$ cat config.mk
export PLATFORM = sky130hd
export DESIGN_NAME = tsvc_sweep
export DESIGN_NICKNAME = d
export VERILOG_FILES = /design/src/rtl/core/tsvc_pkg.sv /design/src/rtl/core/tsvc_sweep.sv
export SDC_FILE = /design/constraint.sdc
export NUM_CORES = 1
export LEC_CHECK = 0
export BUFFER_PORTS_ARGS = -buffer_cell sky130_fd_sc_hd__buf_2
export CORE_UTILIZATION = 50
export DETAILED_ROUTE_END_ITERATION = 6
export PLACE_DENSITY = 0.79
export SKIP_LAST_GASP = 1
export SLEW_MARGIN = 20
export SYNTH_ARGS = -nofsm -noshare
export SYNTH_HDL_FRONTEND = slang
export SYNTH_SLANG_ARGS = --single-unit
export TNS_END_PERCENT = 10
$ cat constraint.sdc
create_clock -name vclk -period 4.68
set_clock_uncertainty 0.15 [all_clocks]
set_input_delay 0.936 -clock vclk [all_inputs]
set_output_delay 0.936 -clock vclk [all_outputs]
set_load 0.02 [all_outputs]
$ cat src/rtl/core/tsvc_pkg.sv
// Package: shared types and constants of the timed sweep valve controller.
package tsvc_pkg;

   localparam int unsigned TIME_W  = 32;
   localparam int unsigned ANGLE_W = 8;
   localparam int unsigned MODE_W  = 2;
   localparam int unsigned PHASE_W = 2;
   localparam int unsigned CSR_AW  = 3;
   localparam int unsigned CSR_DW  = 32;

   localparam logic [ANGLE_W-1:0] ANGLE_MAX = 8'd180;

   localparam logic [TIME_W-1:0] OPEN_TIME_RST   = 32'd5000;
   localparam logic [TIME_W-1:0] CLOSED_TIME_RST = 32'd10000;

   // System modes
   localparam logic [MODE_W-1:0] MODE_AUTO   = 2'd0;
   localparam logic [MODE_W-1:0] MODE_MANUAL = 2'd1;
   localparam logic [MODE_W-1:0] MODE_ALARM  = 2'd2;

   // Register indexes (byte address = 4 * index)
   localparam logic REG_OPEN_TIME   = 1'b0;
   localparam logic REG_CLOSED_TIME = 1'b1;

   typedef enum logic [PHASE_W-1:0] {
      PH_READY  = 2'd0,
      PH_OPEN   = 2'd1,
      PH_CLOSED = 2'd2
   } phase_type;

   typedef struct packed {
      logic [ANGLE_W-1:0] angle;
      logic               down;
   } sweep_type;

endpackage

$ cat src/rtl/core/tsvc_sweep.sv
// Sweep unit: one bounce step of the servo angle between 0 and 180.
module tsvc_sweep
   import tsvc_pkg::*;
(
   input  sweep_type          cur,
   input  logic [ANGLE_W-1:0] speed,
   output sweep_type          nxt
);

   logic [ANGLE_W:0] sum;

   assign sum = {1'b0, cur.angle} + {1'b0, speed};

   always_comb begin
      nxt = cur;
      if (!cur.down) begin
         if (sum > {1'b0, ANGLE_MAX}) begin
            nxt.angle = ANGLE_MAX;
            nxt.down  = 1'b1;
         end else begin
            nxt.angle = sum[ANGLE_W-1:0];
         end
      end else begin
         if (speed > cur.angle) begin
            nxt.angle = '0;
            nxt.down  = 1'b0;
         end else begin
            nxt.angle = cur.angle - speed;
         end
      end
   end

endmodule

==> results of run 1 <==
-- cell families (layout without fill, tap and decap cells) --
kind of cell | count (synthesis) | in the layout | share of synthesized area, %
compound gates | 45 | 45 | 37.8
xor+xnor | 7 | 7 | 7.04
fa+ha+maj | 18 | 18 | 27.6
buf+inv | 22 | 47 | 10.5
simple gates | 30 | 30 | 17.1
-- area by class of cell --
| cell class | instances | area, µm² | share of cell area [%] |
|---|---|---|---|
| Multi-Input combinational cell | 100 | 779 | 76.4 |
| Timing Repair Buffer | 29 | 153 | 15.0 |
| Inverter | 18 | 67.6 | 6.63 |
| Tap cell | 16 | 20.0 | 1.96 |
-- final timing paths --
check,slack [ps],depth (start not counted),end
setup / recovery,240,13,nxt[3]
hold / removal,2190,3,nxt[7]
-- metrics by stage --
stage / instance area (µm²) / cells
after detailed placement: 1020 / 163
after global placement: 1020 / 163
after CTS: 1020 / 163
after floorplan: 871 / 122
after global routing: 1020 / 163
final: 1020 / 163
-- critical path: stages --
cell and delay, ps:
buf_2 100, inv_1 50, ha_1 170, inv_1 60, fa_1 430, a211oi_1 270
o21bai_1 130, or4_1 440, nand3_1 130, inv_1 100, a221oi_1 250, o21ai_0 110
buf_2 170
-- cells in the final DEF (no fill, tap or decap), types with 2 or more instances in the layout --
| master | count |
|---|---|
| a211oi_1 | 2 |
| a21o_1 | 3 |
| a21oi_1 | 7 |
| a221o_1 | 2 |
| a221oi_1 | 2 |
| a22oi_1 | 2 |
| buf_2 | 26 |
| buf_4 | 3 |
| fa_1 | 2 |
| ha_1 | 16 |
| inv_1 | 18 |
| nand2_1 | 7 |
| nand2b_1 | 5 |
| nor2_1 | 7 |
| nor3_1 | 3 |
| o21ai_0 | 8 |
| o21ba_2 | 2 |
| o21bai_1 | 2 |
| o22ai_1 | 3 |
| or3_1 | 3 |
| xnor2_1 | 4 |
| xor2_1 | 3 |
-- metal layers --
metal	GRT usage [%]	share of wire (%)
met5	0	0
met4	1.25	0
met3	0.417	7.6
met2	41.5	46
met1	35.2	46
-- power by group through the flow --
stage / clock network, mW / registers, mW / logic (mW)
detailed placement: 0 / 0 / 0.166
finish: 0 / 0 / 0.168
global placement: 0 / 0 / 0.162
CTS: 0 / 0 / 0.166
floorplan: 0 / 0 / 0.121
global route: 0 / 0 / 0.185
==> flow_metrics.py, run 1 <==
metrics = {
    "route": {
        "routed-via-count": 977,
        "drt-pass1-iter-count": 6,
        "viasPerCell": 5.99,
        "routed_wl_um": 2130,
        "drc": 3,
        "postRouteAntennaNets": 0,
        "first_iter_violations": 34,
        "routedWlPerCell_um": 13.1,
    },
    "clocking": {
        "cts_setup_buffers": 0,
        "cts_hold_buf": 0,
        "cts_resized": 0,
    },
    "finish": {
        "antenna_cells": 0,
        "nClkBuffers": 0,
        "seq_cell_count": 0,
        "regArea_um2": 0,
        "n_fill_cell": 165,
        "finalCoreUtilization_pct": 65.4,
        "layout-drive-gt1-share_pct": 23.1,
        "num-nets-final": 184,
        "area_delta_synth_final_pct": 17.1,
    },
    "sta": {
        "fin_hold_ws_ps": 2190,
        "fin_ws_ps": 244,
        "hold_violations": 0,
        "setup_tns_ps": 0,
        "setup_viol": 0,
        "rsz0062_at_grt": "false",
        "fmax_ghz": 0.225,
        "worstMarginPinSlew_ps": 440,
        "relSlewSlack_pct": 70.7,
        "post-route-min-period_ps": 4440,
        "period_share_pct": 94.8,
        "drv_slew": 0,
    },
    "setup_path": {
        "critical_path.startpoint": "cur[1]",
        "crit_fanout": 4,
        "path_class": "in2out",
        "crit_arrival_ps": 3350,
        "startpoint_type": "input pin",
        "cp.required_ps": 3590,
        "worstSetupEndpointType": "output port",
    },
    "global_route": {
        "grt_antenna_before_repair": 0,
        "grt_max_degree": 13,
        "grt_pass1_wl_um": 3660,
        "track_usage_pct": 24.1,
        "overflow": 0,
        "grt_pass1_vias": 865,
    },
    "min_path": {
        "hold_class": "in2out",
        "hp-start": "cur[0]",
    },
    "die": {
        "die-height_um": 43.7,
        "initial_utilization_pct": 55.9,
        "fp.dieW_um": 43.7,
        "num_rows": 14,
        "die_area_um2": 1910,
        "fp.coreArea_um2": 1560,
        "io_pins": 26,
    },
    "pwr": {
        "ir_drop_uv": 72.3,
        "clkPwrFrac_pct": 0,
        "pwr-share-seq_pct": 0,
        "p_comb_share_pct": 100.0,
        "p_int_uw": 69.1,
        "swShare_pct": 58.9,
        "p_sw_uw": 98.8,
        "power_density_nw_per_um2": 165,
        "power_uw": 168,
        "p_leak_nw": 0.551,
    },
    "synth": {
        "avgSynthCellArea_um2": 7.14,
        "synth_area_leaders": "ha_1 (23%), inv_1 (7.8%), fa_1 (4.6%)",
        "syn_nets": 157,
        "ys_top_cells_by_count": "inv_1 (18), ha_1 (16), o21ai_0 (8)",
        "yosysUniqueCellTypes": 40,
        "yosysTopAreaCellShare_pct": 23.0,
        "synth_warnings": 0,
        "yosysMostFrequentCell": "inv_1",
        "ys_seq_area_share_pct": 0,
        "netlist_area_um2": 871,
        "yosys.area.top_type": "ha_1",
        "syn_inst": 122,
    },
    "placement": {
        "io_buffers": 26,
        "post-place-ws_ps": 301,
        "dp_hpwl_um": 1810,
        "gp_congestion": 0.920,
    },
    "run_status": {
        "violations": "DRC",
        "status": "finished, violations left",
    },
    "run": {
        "maxCapViolCount": 0,
    },
}
No activity file was read; power rests on OpenSTA's default activity.
==> run 2, diff against run 1 <==
--- a/config.mk
+++ b/config.mk
@@ -8,7 +8,8 @@
 export BUFFER_PORTS_ARGS = -buffer_cell sky130_fd_sc_hd__buf_2
 export CORE_UTILIZATION = 50
 export DETAILED_ROUTE_END_ITERATION = 6
-export PLACE_DENSITY = 0.79
+export PLACE_DENSITY = 0.76
+export RECOVER_POWER = 100
 export SKIP_LAST_GASP = 1
 export SLEW_MARGIN = 20
 export SYNTH_ARGS = -nofsm -noshare
==> flow_metrics.py, run 2 (synthesis gave the netlist of run 1 again) <==
metrics = {
    "global_route": {
        "overflow": 0,
        "track_usage_pct": 23.8,
        "grt_pass1_vias": 869,
        "grt_pass1_wl_um": 3660,
        "grt_antenna_before_repair": 0,
        "grt_max_degree": 13,
    },
    "setup_path": {
        "cpPeakStageDelay_ps": 440,
        "critPathBufInv": 5,
        "path_class": "in2out",
        "cp_slowest_cell": "fa_1",
        "cp.required_ps": 3590,
        "startpoint_type": "input pin",
        "crit_arrival_ps": 3370,
        "cp_cell_sequence": "buf_2, inv_1, ha_1, inv_1, fa_1, a211oi_1, o21bai_1, or4_1, nand3_1, buf_4, o221ai_1, o21ai_0, nand2_1, buf_2",
        "worstSetupEndpointType": "output port",
        "crit_fanout": 6,
        "cp_top_family": "compound AO/OA/AOI/OAI gates",
    },
    "route": {
        "routed_wl_um": 2180,
        "routedWlPerCell_um": 13.4,
        "first_iter_violations": 31,
        "drt-pass1-iter-count": 6,
        "viasPerCell": 6.01,
        "drc": 1,
        "routed-via-count": 979,
        "postRouteAntennaNets": 0,
    },
    "clocking": {
        "cts_setup_buffers": 0,
        "cts_resized": 0,
        "cts_hold_buf": 0,
    },
    "placement": {
        "dp_hpwl_um": 1830,
        "io_buffers": 26,
        "dp.cells": 163,
        "gp_congestion": 0.928,
    },
    "pwr": {
        "p_leak_nw": 0.530,
        "p_sw_uw": 99.4,
        "pwr-share-seq_pct": 0,
        "ir_drop_uv": 78.0,
        "p_int_uw": 66.6,
        "p_comb_share_pct": 100.0,
        "swShare_pct": 59.9,
        "clkPwrFrac_pct": 0,
        "power_density_nw_per_um2": 164,
    },
    "sta": {
        "relSlewSlack_pct": 75.1,
        "drv_slew": 0,
        "worstMarginPinSlew_ps": 371,
        "period_share_pct": 95.2,
        "rsz0062_at_grt": "false",
        "fin_hold_ws_ps": 2200,
        "setup_viol": 0,
        "post-route-min-period_ps": 4450,
        "setup_tns_ps": 0,
        "hold_violations": 0,
        "fmax_ghz": 0.224,
    },
    "die": {
        "io_pins": 26,
        "die_area_um2": 1910,
        "fp.dieW_um": 43.7,
        "die-height_um": 43.7,
        "initial_utilization_pct": 55.9,
        "fp.coreArea_um2": 1560,
        "num_rows": 14,
    },
    "run_status": {
        "status": "finished, violations left",
        "violations": "DRC",
    },
    "finish": {
        "nClkBuffers": 0,
        "final_cell_mix": "inv_1 (18), buf_2 (18), ha_1 (16), o21ai_0 (8)",
        "antenna_cells": 0,
        "stdcell_count": 163,
        "seq_cell_count": 0,
        "layout-drive-gt1-share_pct": 19.0,
        "regArea_um2": 0,
        "num-nets-final": 184,
        "area_delta_synth_final_pct": 16.2,
    },
    "min_path": {
        "holdPathStages": 3,
        "hp-start": "cur[0]",
        "holdPathEnd": "nxt[7]",
        "hold_class": "in2out",
    },
    "run": {
        "maxCapViolCount": 0,
    },
}
## run 2: changes by cell type in the layout (fill, tap and decap cells not counted)
cell,previous run,this run
buf_2,26,18
clkbuf_1,0,6
clkbuf_2,0,2
## run 2: worst max path at each step
stage	start	endpoint	cells after the start
CTS	cur[1]	nxt[5]	14
global route	cur[1]	nxt[5]	14
finish	cur[1]	nxt[5]	14
floorplan	speed[2]	nxt[2]	10
detailed placement	cur[1]	nxt[5]	14
global placement	cur[1]	nxt[3]	13
## run 2: power by group through the flow
stage,clock network [mW],logic [mW],registers (mW)
after floorplan,0,0.121,0
after global placement,0,0.161,0
after detailed placement,0,0.165,0
after CTS,0,0.166,0
after global routing,0,0.183,0
final,0,0.166,0
## run 2: through the flow
stage	instance area, µm²	util, %	power (mW)	setup slack (ps)
floorplan	871	-	0.121	389
global placement	1020	65.4	0.161	287
detailed placement	1020	65.4	0.165	236
CTS	1020	65.4	0.166	228
global route	1010	64.9	0.183	31.8
finish	1010	64.9	0.166	225
## run 2: routing by layer
metal	vias to the layer above	track usage [%]	share of wire [%]
met2	37	38.8	46
li1	493	-	-
met3	0	0.833	5.2
met5	-	0	0
met1	449	35.9	49
met4	0	1.88	0
## run 2: layout make-up
type | count | area, µm²
inverters | 18 | 67.6
repair buffers | 29 | 145
multi-input cells | 100 | 779
well taps | 16 | 20.0
fillers | 144 | 547
